==> src/rtl/ibpc_pkg.sv <==
// Package for the image buffer pool cache: widths, codes, state and command types.
// Used by every module of the block; depends on nothing.
package ibpc_pkg;

    localparam int POOL_ENTRIES_DEF = 16;
    localparam int HANDLE_BITS_DEF  = 16;
    localparam int OUT_HANDLE_BITS  = 16;
    localparam int TOTAL_BITS       = 36;
    localparam logic [30:0] BYTES_RESET = 31'(1024 * 1024 * 1024);

    // Item kinds.
    localparam logic [1:0] KIND_ACQUIRE = 2'd0;
    localparam logic [1:0] KIND_RELEASE = 2'd1;
    localparam logic [1:0] KIND_FLUSH   = 2'd2;

    // Result status codes.
    localparam logic [2:0] ST_REUSED   = 3'd0;
    localparam logic [2:0] ST_CREATED  = 3'd1;
    localparam logic [2:0] ST_FAILED   = 3'd2;
    localparam logic [2:0] ST_RELEASED = 3'd3;
    localparam logic [2:0] ST_NOTFOUND = 3'd4;
    localparam logic [2:0] ST_FLUSHED  = 3'd5;

    // Configuration register indexes.
    localparam logic REG_MAX_ENTRIES = 1'b0;
    localparam logic REG_MAX_BYTES   = 1'b1;

    typedef enum logic [2:0] {
        S_IDLE,
        S_SCAN,
        S_TRIM_CHK,
        S_TRIM,
        S_OUT
    } t_state;

    // Controller to datapath commands.
    typedef struct packed {
        logic load;       // capture the input beat, clear the scan index
        logic scan_step;  // test one entry and advance
        logic append;     // append a new entry after a miss
        logic trim_start; // clear the compaction pointers
        logic trim_step;  // move one entry during compaction
        logic trim_done;  // commit the compacted count
        logic out_load;   // latch the result
    } t_cmd;

    // Datapath to controller status.
    typedef struct packed {
        logic [1:0] kind;
        logic       scan_end;  // scan index reached the count
        logic       scan_hit;  // current entry matches
        logic       can_add;   // table has room and creation allowed
        logic       over;      // a limit is exceeded
        logic       trim_end;  // compaction has read every entry
    } t_stat;

endpackage

==> src/rtl/image_buffer_pool_cache_top.sv <==
// Top level of the image buffer pool cache: stream ports, config port, assertions.
// Depends on ibpc_pkg, ibpc_ctrl and ibpc_dp.
//
// One beat at a time is processed. An acquire or release scans the table one
// entry per cycle (up to the entry count); a trim, when a limit is exceeded,
// walks the table once more, one entry per cycle, compacting survivors in
// order. The result waits in an output register, and the next beat is taken
// while it waits.
module image_buffer_pool_cache_top import ibpc_pkg::*; #(
    parameter int POOL_ENTRIES = POOL_ENTRIES_DEF,
    parameter int HANDLE_BITS  = HANDLE_BITS_DEF
) (
    input  logic         i_clk,
    input  logic         i_rst_n,
    input  logic         s_axis_tvalid,
    output logic         s_axis_tready,
    // kind[1:0], pixel_depth[7:2], want_width[23:8], want_height[39:24],
    // new_bytes[71:40], create_ok[72], create_shared[73], release_handle[89:74]
    input  logic [95:0]  s_axis_tdata,
    output logic         m_axis_tvalid,
    input  logic         m_axis_tready,
    // status[2:0], handle[18:3], is_shared[19], entries_now[24:20], bytes_now[60:25]
    output logic [63:0]  m_axis_tdata,
    input  logic         i_cfg_we,
    input  logic         i_cfg_idx,
    input  logic [30:0]  i_cfg_data
);

    localparam int CW = $clog2(POOL_ENTRIES + 1);

    t_cmd  cmd;
    t_stat stat;
    logic [2:0]                 status;
    logic [OUT_HANDLE_BITS-1:0] handle;
    logic                       shared;
    logic [CW-1:0]              entries;
    logic [TOTAL_BITS-1:0]      bytes_now;

    ibpc_ctrl u_ctrl (
        .i_clk       (i_clk),
        .i_rst_n     (i_rst_n),
        .i_in_valid  (s_axis_tvalid),
        .o_in_ready  (s_axis_tready),
        .o_out_valid (m_axis_tvalid),
        .i_out_ready (m_axis_tready),
        .i_stat      (stat),
        .o_cmd       (cmd)
    );

    ibpc_dp #(.POOL_ENTRIES(POOL_ENTRIES), .HANDLE_BITS(HANDLE_BITS)) u_dp (
        .i_clk           (i_clk),
        .i_rst_n         (i_rst_n),
        .i_cmd           (cmd),
        .o_stat          (stat),
        .i_cfg_we        (i_cfg_we),
        .i_cfg_idx       (i_cfg_idx),
        .i_cfg_data      (i_cfg_data),
        .i_kind          (s_axis_tdata[1:0]),
        .i_depth         (s_axis_tdata[7:2]),
        .i_width         (s_axis_tdata[23:8]),
        .i_height        (s_axis_tdata[39:24]),
        .i_bytes         (s_axis_tdata[71:40]),
        .i_create_ok     (s_axis_tdata[72]),
        .i_create_shared (s_axis_tdata[73]),
        .i_rel_handle    (s_axis_tdata[89:74]),
        .o_status        (status),
        .o_handle        (handle),
        .o_shared        (shared),
        .o_entries       (entries),
        .o_bytes         (bytes_now)
    );

    assign m_axis_tdata = {3'b0, bytes_now, 5'(entries), shared, handle, status};

    // A result is never overwritten while it is still waiting.
    a_out_hold: assert property (@(posedge i_clk) disable iff (!i_rst_n)
        m_axis_tvalid && !m_axis_tready |=> $stable(m_axis_tdata))
        else $error("pending result changed");

    // The entry count never exceeds the table depth.
    a_count: assert property (@(posedge i_clk) disable iff (!i_rst_n)
        m_axis_tvalid |-> 32'(m_axis_tdata[24:20]) <= POOL_ENTRIES)
        else $error("entry count beyond table depth");

    // At most one of load, append, trim_step, trim_done and out_load is issued in a cycle.
    a_cmd: assert property (@(posedge i_clk) disable iff (!i_rst_n)
        $onehot0({cmd.load, cmd.append, cmd.trim_step, cmd.trim_done, cmd.out_load}))
        else $error("conflicting commands");

endmodule

==> src/rtl/ibpc_ctrl.sv <==
// Controller state machine of the image buffer pool cache.
// Depends on ibpc_pkg for the state, command and status types.
module ibpc_ctrl import ibpc_pkg::*; (
    input  logic  i_clk,
    input  logic  i_rst_n,
    input  logic  i_in_valid,
    output logic  o_in_ready,
    output logic  o_out_valid,
    input  logic  i_out_ready,
    input  t_stat i_stat,
    output t_cmd  o_cmd
);

    t_state r_state, n_state;
    logic   r_valid, n_valid;

    // State and result-valid registers.
    always_ff @(posedge i_clk) begin
        if (!i_rst_n) begin
            r_state <= S_IDLE;
            r_valid <= 1'b0;
        end else begin
            r_state <= n_state;
            r_valid <= n_valid;
        end
    end

    assign o_out_valid = r_valid;
    assign o_in_ready  = (r_state == S_IDLE);

    // Next state and commands. The finished result sits in the output register
    // while the next beat is taken; a new result waits only if the old one stays.
    always_comb begin
        n_state = r_state;
        n_valid = r_valid && !i_out_ready;
        o_cmd   = '0;
        case (r_state)
            S_IDLE: begin
                if (i_in_valid) begin
                    o_cmd.load = 1'b1;
                    n_state = S_SCAN;
                end
            end
            S_SCAN: begin
                if (i_stat.kind == KIND_FLUSH) begin
                    n_state = S_TRIM_CHK;
                end else if (i_stat.kind inside {KIND_ACQUIRE, KIND_RELEASE}) begin
                    if (i_stat.scan_end) begin
                        if (i_stat.kind == KIND_ACQUIRE && i_stat.can_add) begin
                            o_cmd.append = 1'b1;
                            n_state = S_TRIM_CHK;
                        end else begin
                            n_state = S_OUT;
                        end
                    end else if (i_stat.scan_hit) begin
                        o_cmd.scan_step = 1'b1;
                        n_state = (i_stat.kind == KIND_ACQUIRE) ? S_OUT : S_TRIM_CHK;
                    end else begin
                        o_cmd.scan_step = 1'b1;
                    end
                end else begin
                    n_state = S_OUT;
                end
            end
            S_TRIM_CHK: begin
                o_cmd.trim_start = 1'b1;
                n_state = i_stat.over ? S_TRIM : S_OUT;
            end
            S_TRIM: begin
                if (i_stat.trim_end) begin
                    o_cmd.trim_done = 1'b1;
                    n_state = S_OUT;
                end else begin
                    o_cmd.trim_step = 1'b1;
                end
            end
            S_OUT: begin
                if (!r_valid || i_out_ready) begin
                    o_cmd.out_load = 1'b1;
                    n_valid = 1'b1;
                    n_state = S_IDLE;
                end
            end
            default: n_state = S_IDLE;
        endcase
    end

endmodule

==> src/rtl/ibpc_dp.sv <==
// Datapath of the image buffer pool cache: entry table, counters and result register.
// Depends on ibpc_pkg for the command and status types and result codes.
module ibpc_dp import ibpc_pkg::*; #(
    parameter int POOL_ENTRIES = POOL_ENTRIES_DEF,
    parameter int HANDLE_BITS  = HANDLE_BITS_DEF
) (
    input  logic                       i_clk,
    input  logic                       i_rst_n,
    input  t_cmd                       i_cmd,
    output t_stat                      o_stat,
    input  logic                       i_cfg_we,
    input  logic                       i_cfg_idx,
    input  logic [30:0]                i_cfg_data,
    input  logic [1:0]                 i_kind,
    input  logic [5:0]                 i_depth,
    input  logic [15:0]                i_width,
    input  logic [15:0]                i_height,
    input  logic [31:0]                i_bytes,
    input  logic                       i_create_ok,
    input  logic                       i_create_shared,
    input  logic [15:0]                i_rel_handle,
    output logic [2:0]                 o_status,
    output logic [OUT_HANDLE_BITS-1:0] o_handle,
    output logic                       o_shared,
    output logic [$clog2(POOL_ENTRIES+1)-1:0] o_entries,
    output logic [TOTAL_BITS-1:0]      o_bytes
);

    localparam int IW = $clog2(POOL_ENTRIES);
    localparam int CW = $clog2(POOL_ENTRIES + 1);

    typedef struct packed {
        logic                   busy;
        logic [5:0]             depth;
        logic [15:0]            width;
        logic [15:0]            height;
        logic [31:0]            bytes;
        logic                   shared;
        logic [HANDLE_BITS-1:0] handle;
    } t_entry;

    t_entry                 r_tab [POOL_ENTRIES];
    logic [CW-1:0]          r_count;
    logic [TOTAL_BITS-1:0]  r_total;
    logic [HANDLE_BITS-1:0] r_next;
    logic [4:0]             r_max_ent;
    logic [30:0]            r_max_bytes;
    logic [CW-1:0]          r_idx, r_dst;
    logic [1:0]             r_kind;
    logic [5:0]             r_depth;
    logic [15:0]            r_width, r_height, r_rel;
    logic [31:0]            r_bytes;
    logic                   r_ok, r_shr;
    logic [2:0]             r_status;
    logic [OUT_HANDLE_BITS-1:0] r_hdl;
    logic                   r_hshr;

    t_entry cur;
    logic   hit_acq, hit_rel;

    assign cur = r_tab[r_idx[IW-1:0]];
    assign hit_acq = !cur.busy && cur.depth == r_depth &&
                     cur.width >= r_width && cur.height >= r_height;
    assign hit_rel = (cur.handle == HANDLE_BITS'(r_rel));

    assign o_stat.kind     = r_kind;
    assign o_stat.scan_end = (r_idx >= r_count);
    assign o_stat.scan_hit = (r_kind == KIND_ACQUIRE) ? hit_acq : hit_rel;
    assign o_stat.can_add  = r_ok && (r_count < CW'(POOL_ENTRIES));
    assign o_stat.over     = (r_total > TOTAL_BITS'(r_max_bytes)) ||
                             (32'(r_count) > 32'(r_max_ent));
    assign o_stat.trim_end = (r_idx >= r_count);

    // Configuration registers.
    always_ff @(posedge i_clk) begin
        if (!i_rst_n) begin
            r_max_ent   <= '0;
            r_max_bytes <= BYTES_RESET;
        end else if (i_cfg_we) begin
            if (i_cfg_idx == REG_MAX_ENTRIES) r_max_ent <= i_cfg_data[4:0];
            else                              r_max_bytes <= i_cfg_data;
        end
    end

    // Captured input beat.
    always_ff @(posedge i_clk) begin
        if (i_cmd.load) begin
            r_kind   <= i_kind;
            r_depth  <= i_depth;
            r_width  <= i_width;
            r_height <= i_height;
            r_bytes  <= i_bytes;
            r_ok     <= i_create_ok;
            r_shr    <= i_create_shared;
            r_rel    <= i_rel_handle;
        end
    end

    // Counters, scan and compaction pointers, and the result being built.
    always_ff @(posedge i_clk) begin
        if (!i_rst_n) begin
            r_count <= '0;
            r_total <= '0;
            r_next  <= '0;
            r_idx   <= '0;
            r_dst   <= '0;
        end else begin
            if (i_cmd.load) begin
                r_idx    <= '0;
                r_hshr   <= 1'b0;
                r_status <= (i_kind == KIND_RELEASE) ? ST_NOTFOUND :
                            (i_kind == KIND_FLUSH) ? ST_FLUSHED : ST_FAILED;
                r_hdl    <= (i_kind == KIND_RELEASE) ? OUT_HANDLE_BITS'(i_rel_handle) : '0;
            end
            if (i_cmd.scan_step) begin
                r_idx <= r_idx + 1'b1;
                if (o_stat.scan_hit) begin
                    if (r_kind == KIND_ACQUIRE) begin
                        r_status <= ST_REUSED;
                        r_hdl    <= OUT_HANDLE_BITS'(cur.handle);
                        r_hshr   <= cur.shared;
                    end else begin
                        r_status <= ST_RELEASED;
                    end
                end
            end
            if (i_cmd.append) begin
                r_status <= ST_CREATED;
                r_hdl    <= OUT_HANDLE_BITS'(r_next);
                r_hshr   <= r_shr;
                r_next   <= r_next + 1'b1;
                r_count  <= r_count + 1'b1;
                r_total  <= r_total + TOTAL_BITS'(r_bytes);
            end
            if (i_cmd.trim_start) begin
                r_idx <= '0;
                r_dst <= '0;
            end
            if (i_cmd.trim_step) begin
                r_idx <= r_idx + 1'b1;
                if (!cur.busy) r_total <= r_total - TOTAL_BITS'(cur.bytes);
                else           r_dst   <= r_dst + 1'b1;
            end
            if (i_cmd.trim_done) r_count <= r_dst;
        end
    end

    // Entry table writes: mark on hit, append, and compaction moves.
    always_ff @(posedge i_clk) begin
        if (i_cmd.scan_step && o_stat.scan_hit) begin
            r_tab[r_idx[IW-1:0]].busy <= (r_kind == KIND_ACQUIRE);
        end
        if (i_cmd.append) begin
            r_tab[r_count[IW-1:0]] <= '{busy: 1'b1, depth: r_depth, width: r_width,
                                        height: r_height, bytes: r_bytes,
                                        shared: r_shr, handle: r_next};
        end
        if (i_cmd.trim_step && cur.busy) begin
            r_tab[r_dst[IW-1:0]] <= cur;
        end
    end

    // Output register.
    always_ff @(posedge i_clk) begin
        if (i_cmd.out_load) begin
            o_status  <= r_status;
            o_handle  <= r_hdl;
            o_shared  <= r_hshr;
            o_entries <= r_count;
            o_bytes   <= r_total;
        end
    end

endmodule
==> config.mk <==
export PLATFORM = sky130hd
export DESIGN_NAME = image_buffer_pool_cache_top
export DESIGN_NICKNAME = d
export VERILOG_FILES = /design/src/rtl/ibpc_pkg.sv /design/src/rtl/image_buffer_pool_cache_top.sv /design/src/rtl/ibpc_ctrl.sv /design/src/rtl/ibpc_dp.sv
export SDC_FILE = /design/constraint.sdc
export NUM_CORES = 2
export LEC_CHECK = 0
export ABC_AREA = 0
export BUFFER_PORTS_ARGS = -buffer_cell sky130_fd_sc_hd__buf_2
export CORE_MARGIN = 2
export CORE_UTILIZATION = 34
export CTS_BUF_LIST = sky130_fd_sc_hd__clkbuf_4 sky130_fd_sc_hd__clkbuf_8
export DETAILED_ROUTE_END_ITERATION = 8
export GPL_ROUTABILITY_DRIVEN = 0
export RECOVER_POWER = 100
export SYNTH_ARGS = -nofsm -noshare
export SYNTH_HDL_FRONTEND = slang
export SYNTH_SLANG_ARGS = --single-unit
==> constraint.sdc <==
create_clock -name i_clk -period 13.7 [get_ports i_clk]
set_input_delay 0.685 -clock i_clk [delete_from_list [all_inputs] [get_ports i_clk]]
set_output_delay 0.685 -clock i_clk [all_outputs]
set_load 0.01 [all_outputs]
# After elaboration in Yosys (flattened, before gate mapping)
# Memories as Yosys holds them, arrays and structs flattened. A register that Yosys moved wholly into a read port is not among the register bits.
# Cells that the tools add are included.
[op_classes]
add_sub_neg = 6
mul = 0
n_div = 0
magnitude_cmp = 6
eq_ne = 14
n_shift = 0
n_mux = 70
bitwise = 1
n_reduce_logical = 23
[op_table]
columns = ["op", "count"]
rows = [
  ["2-to-1 mux 88 bit", 2],
  ["OR reduction 88 bit", 2],
  ["2-to-1 mux 36 bit", 3],
  ["2-to-1 mux 16 bit", 6],
  ["2-to-1 mux 3 bit", 15],
  ["2-to-1 mux 5 bit", 9],
  ["adder 36 x 32 -> 36 bit", 1],
  ["greater-than comparator 36 x 31 -> 1 bit", 1],
  ["subtractor 36 x 32 -> 36 bit", 1],
  [">= comparator 16 bit", 2],
  ["2-to-1 mux 1 bit", 23],
  ["adder 16 x 1 -> 16 bit, second input constant", 1],
  ["equality test 16 bit", 1],
  ["2-to-1 mux 4 bit", 4],
  ["adder 5 x 1 -> 5 bit, second input constant", 3],
  ["one-hot mux 3 bit (5 select lines)", 1],
  ["2-to-1 mux 2 bit", 7],
  ["logical AND 1 bit", 8],
  ["equality test 3 x 2 -> 1 bit, second input constant", 2],
  ["equality test 6 bit", 1],
  [">= comparator 5 bit", 1],
  ["greater-than comparator 5 bit", 1],
  ["less-than comparator 5 bit, second input constant", 1],
  ["inequality test 5 x 3 -> 1 bit, second input constant", 1],
  ["15 further kinds", 23],
]
[word_totals]
regBits = 278
latch_bits = 0
ram_bits = 1408
romBits = 0
inputBits = 133
out_inout_bits = 66
word_cells = 146
n_memories = 1
[mem_list]
columns = ["name", "depth", "width", "read_ports", "rd_clocked_by_memory_dff", "wr", "line", "source"]
rows = [
  ["u_dp.r_tab", 16, 88, 1, 1, 1, "ibpc_dp.sv:42", "t_entry r_tab [POOL_ENTRIES];"],
]

# Longest topological paths before layout
[depth]
depth_word = 13
ltp_mapped = 23

# Hierarchy
# A second synthesis with hierarchy kept.
[hier_totals]
hier_cells = 8027
area_unflattened_um2 = 88339.7
[by_module_without_submodules]
columns = ["mod", "n_inst", "cells_per_inst", "area_per_inst_um2", "seq_area_each_um2"]
rows = [
  ["ibpc_dp", 1, 7978, 87954.4, 49557.5],
  ["ibpc_ctrl", 1, 44, 351.6, 80.1],
  ["image_buffer_pool_cache_top", 1, 5, 33.8, 0.0],
]

# Worst setup path after synthesis
# OpenSTA, ideal clock, no wires.
[synth_path]
kind = "register -> register"
startpoint = "reg u_dp.r_idx[0]"
endpoint = "mem u_dp.r_tab[4][0] (netlist name) (enable)"
setup_time_ps = 534
t_arrival_ps = 6489
required_time_ps = 13166
setup_slack_ps = 6677
path_stages_with_launch = 14
path_buffers = 2
synth_period_minus_slack_ps = 7023
cell_sequence = "dfxtp_1 -> inv_1 -> ha_1 -> nand2b_1 -> a21o_1 -> a21o_1 -> a21o_1 -> a21o_1 -> clkbuf_1 -> nor3_1 -> o21ai_0 -> or2_2 -> clkbuf_1 -> nor2_1"
[synth_via]
elab_chain_len = 10
elab_cells_between_ends = 18
classes_between = "order compare: 1; mux: 14; reduce/logical: 3"
[synth_lines]
columns = ["element", "line", "source"]
rows = [
  ["start: declaration", "ibpc_dp.sv:48", "logic [CW-1:0] r_idx, r_dst;"],
  ["start signal: assignment", "ibpc_dp.sv:116", "r_idx <= r_idx + 1'b1;"],
  ["start signal: assignment", "ibpc_dp.sv:140", "r_idx <= r_idx + 1'b1;"],
  [">= comparator 5 bit", "ibpc_dp.sv:67, ibpc_dp.sv:72", ""],
  ["2-to-1 mux 1 bit", "ibpc_ctrl.sv:48", "if (i_stat.scan_end) begin"],
  ["2-to-1 mux 2 bit", "ibpc_ctrl.sv:47", "end else if (i_stat.kind inside {KIND_ACQUIRE, KIND_RELEASE}) begin"],
  ["2-to-1 mux 2 bit", "ibpc_ctrl.sv:45", "if (i_stat.kind == KIND_FLUSH) begin"],
  ["2-to-1 mux 2 bit", "ibpc_ctrl.sv:37", "case (r_state)"],
  ["2-to-1 mux 1 bit", "ibpc_dp.sv:153", "if (i_cmd.append) begin"],
  ["2-to-1 mux 1 bit (implied by the code)", "ibpc_dp.sv:154", "r_tab[r_count[IW-1:0]] <= '{busy: 1'b1, depth: r_depth, width: r_width,"],
  ["OR reduction 88 bit (no line)", "n/a", ""],
  ["2-to-1 mux 4 bit (no line) or 2-to-1 mux 2 bit (tied branches) (2 in series)", "n/a", ""],
  ["end: declaration", "ibpc_dp.sv:42", ""],
]
# Several ways; a longest one is shown, not always the timed one.

==> results.md <==
- Adder-cell share of the synthesized area: 2.61%
- Worst Max-Slew Pin Slew: 4210 ps
- Vias/cell: 5.21
- Core Footprint: 205000 um2
- Reg clk slew, reported paths: 60 ps
- Worst Path Max Fanout: 45
- Simple-Gate Fraction of Synth Area: 4.17%
- Detail Route Antenna Nets: 0
- Die height: 458 um
- Critical path depth in cells: 12
- # setup viols final: 0
- #FFs+latches synth: 1690
- Wire length per cell: 24.9 um
- Post-synthesis compound-gate area fraction: 4.55%
- # DRC: 0
- DRT iter0 DRCs: 3742
- Total track usage: 17.3%
- First-pass GRT wire length: 267000 um
- Starting density of the core: 34.3%
- CP top delay family: buffers and inverters
- RSZ-0062 raised after global routing: no
- Cell area after synthesis: 70100 um2
- Clk_skew: 70.4 ps
- FILL cells: 18700
- Clk sink count: 1690
- Die W: 458 um
- Asr flop ratio synth: 0%
- Largest area contributor in the netlist: edfxtp_1
- Share of Yosys cell area claimed by the top area cell type: 67.6%
- Total number of vias: 38600
- Leak pwr: 25.1 nW
- Largest net degree at the start of global routing: 125
- Startpoint Class: flip-flop
- CTS H-tree lvls: 5
- Vias in the first global route: 39400
- Peak supply drop: 114 uV
- Fin util: 39.7%
- Overall Power: 12.2 mW
- Share of cells above drive strength 1: 22.9%
- Hold_buf cts: 120
- Hold path depth: 3
- Post-cts gate resize count: 0
- Pwr/cell area: 150 nW/um2
- # Post-CTS Setup Buffers: 0
- Final #Nets: 4774
- EDFF count, synth: 1579
- Post-synthesis mux area share: 14.7%
- HP Class: input port to flip-flop
- P&R area growth vs syn: 15.9%
- Num rows: 166
- Outcome: finished, violations left
- Ports: 199
- Slowest stage delay, CP: 2830 ps
- Post-synth cell types: 81
- Flop2flop setup slack: 3700 ps
- CTS tree: done
- Post-DP HPWL: 102000 um
- Max-slew violations: 548
- Initial antenna violation count: 7
- Synth Warn #: 0
- Num CTS Buffers: 307
- Clock buffer depth: 4
- DRT Pass-1 Iters: 5
- CP Capture Type: flip-flop
- Top_reg_cell synth: edfxtp_1
- Register area share after synthesis: 70.8%
- Largest family of logic cells by synthesized area: multiplexers
- Min cycle time layout: 10000 ps
- Worst R2R End: u_dp.r_tab[8][73]$_DFFE_PP_
- Root Driver: clkbuf_8
- Failing checks: max-capacitance violations, max-slew violations
- IO Port Bufs: 189
- Syn avg cell area: 17.9 um2
- GRT overflow: 0
- Post-Synth XOR/XNOR Area: 1.15%
- Worst path required time: 14240 ps
- Final Hold Fails: 0
- Top cells by area, synth: edfxtp_1 68%, mux4_2 14%, dfxtp_1 3.2%
- Setup_tns: 0 ps
- Slew Limit Headroom: -181%
- Drt total wl: 184000 um
- Worst path cell trace: clkbuf_1, mux4_2, mux4_2, inv_1, a2111o_2, buf_4, a31oi_1, a21oi_1, nand2_1, nor2_4, buf_4, clkbuf_1
- Max capacitance violation total: 13
- Die ar.: 210000 um2
- Hold Crit Start: i_cfg_data[20]
- Fmax: 100 MHz
- Final period utilization: 73.0%
- Worst Hold Endpoint: u_dp.r_max_bytes[20]$_SDFFE_PN0P_
- CP Buf/Inv Count: 5
- Critical-path top delay cell: clkbuf_1
- CP Class: flip-flop to flip-flop
- Worst EP arrival: 10540 ps
- Worst-skew pair later-pin latency: 1030 ps
- Mapped Cells: 3928
- Reg2reg path depth: 12
-- layer usage --
layer	share of wire, %	track usage (%)
met5	0.0060	0
met1	43	23.2
met2	49	28.9
met3	5.9	2.91
met4	2.6	5.29
-- state kept, by name, summed over array words and instances, names as in the netlist, 6 cells and up, named ones only --
register,count
u_dp.r_bytes,32
u_dp.r_max_bytes,31
u_dp.r_total,36
u_dp.r_tab,1408
u_dp.o_bytes,36
u_dp.r_width,16
u_dp.r_rel,16
u_dp.o_handle,16
u_dp.r_next,16
u_dp.r_hdl,16
u_dp.r_height,16
u_dp.r_depth,6
-- worst max path at each step --
stage | startpoint | endpoint | slack (ps)
CTS | flip-flop | u_dp.r_tab[3][76]$_DFFE_PP_ | 5750
global route | flip-flop | u_dp.r_tab[8][73]$_DFFE_PP_ | 2850
finish | flip-flop | u_dp.r_tab[8][73]$_DFFE_PP_ | 3700
floorplan | u_dp.r_idx[0]$_SDFFE_PN0N_ | u_dp.r_tab[4][0]$_DFFE_PP_ | 6680
detailed placement | flip-flop | u_dp.r_tab[3][73]$_DFFE_PP_ | 5800
global placement | flip-flop | u_dp.r_tab[3][73]$_DFFE_PP_ | 5830
-- worst reg2reg max path: cells and delay by family, from the launching register on --
| kind | cells | cell delay, ps |
|---|---|---|
| flip-flops | 1 | 910 |
| buffers and inverters | 5 | 5870 |
| multiplexers | 2 | 1340 |
| AND/OR/NAND/NOR | 2 | 340 |
| AO/OA/AOI/OAI | 3 | 1060 |
-- final cells by class --
cell class	instances	area, um2	share of cell area, %
Sequential cell	1690	49700	61.1
Clock buffer	414	5090	6.26
Inverter	140	528	0.649
Timing Repair Buffer	441	2790	3.43
Antenna cell	2	5.00	0.00615
Multi-Input combinational cell	1916	19200	23.6
Clock inverter	111	709	0.872
Tap cell	2688	3360	4.14
-- stage by stage --
| stage | std cells | setup WS, ps | area [um2] | hold WS, ps |
|---|---|---|---|---|
| after global placement | 6755 | 5830 | 74800 | 438 |
| final | 7402 | 3700 | 81300 | 108 |
| after floorplan | 3930 | 6680 | 70200 | 417 |
| after global routing | 7401 | 2850 | 81300 | 58.9 |
| after CTS | 7400 | 5750 | 81800 | 34.9 |
| after detailed placement | 6755 | 5800 | 74800 | 440 |
-- layout by cell type, fill, tap and decap left out, drive strengths merged, types with 14 or more instances in the layout --
cell	n
nor2	138
a21o	42
nand2	325
o21a	14
dfxtp	111
dlygate4sd3	120
xor2	41
edfxtp	1579
nor3	31
nor2b	17
o211ai	17
nand3	33
buf	150
ha	143
nand4	24
clkbuf	585
mux4	421
a21oi	148
xnor2	51
nand2b	31
a31oi	20
clkinv	91
a211oi	20
mux2i	72
inv	141
o21ai	173
-- cells in the mapped netlist, types with 9 or more instances --
| library cell | instances |
|---|---|
| a211oi_1 | 20 |
| a21o_1 | 42 |
| a21oi_1 | 148 |
| a221oi_1 | 11 |
| a31oi_1 | 19 |
| and3_1 | 11 |
| buf_1 | 28 |
| buf_2 | 49 |
| buf_4 | 10 |
| buf_6 | 11 |
| clkbuf_1 | 84 |
| dfxtp_1 | 111 |
| edfxtp_1 | 1579 |
| ha_1 | 143 |
| inv_1 | 140 |
| mux2_2 | 10 |
| mux2i_1 | 70 |
| mux4_2 | 421 |
| nand2_1 | 321 |
| nand2b_1 | 31 |
| nand3_1 | 32 |
| nand4_1 | 24 |
| nor2_1 | 134 |
| nor2b_1 | 17 |
| nor3_1 | 31 |
| o211ai_1 | 17 |
| o21a_1 | 14 |
| o21ai_0 | 152 |
| o21ai_1 | 21 |
| o21bai_1 | 9 |
| xnor2_1 | 51 |
| xor2_1 | 41 |
-- power breakdown --
| part | internal [mW] | leakage (nW) | switching, mW | total, mW |
|---|---|---|---|---|
| Clock | 2.55 | 3.06 | 2.04 | 4.59 |
| Sequential | 5.77 | 14.2 | 0.122 | 5.89 |
| Combinational | 0.773 | 7.81 | 0.946 | 1.72 |
| Total | 9.09 | 25.1 | 3.10 | 12.2 |
-- logic make-up after synthesis --
group / Yosys count
adders and majority gates: 145
other: 1
DFF: 1690
and+or+nand+nor: 651
muxes: 503
xor gates and xnor gates: 92
AOI/OAI and AO/OA: 522
buffers and inverters: 324
Note: power is estimated with default switching activity, not from simulation.
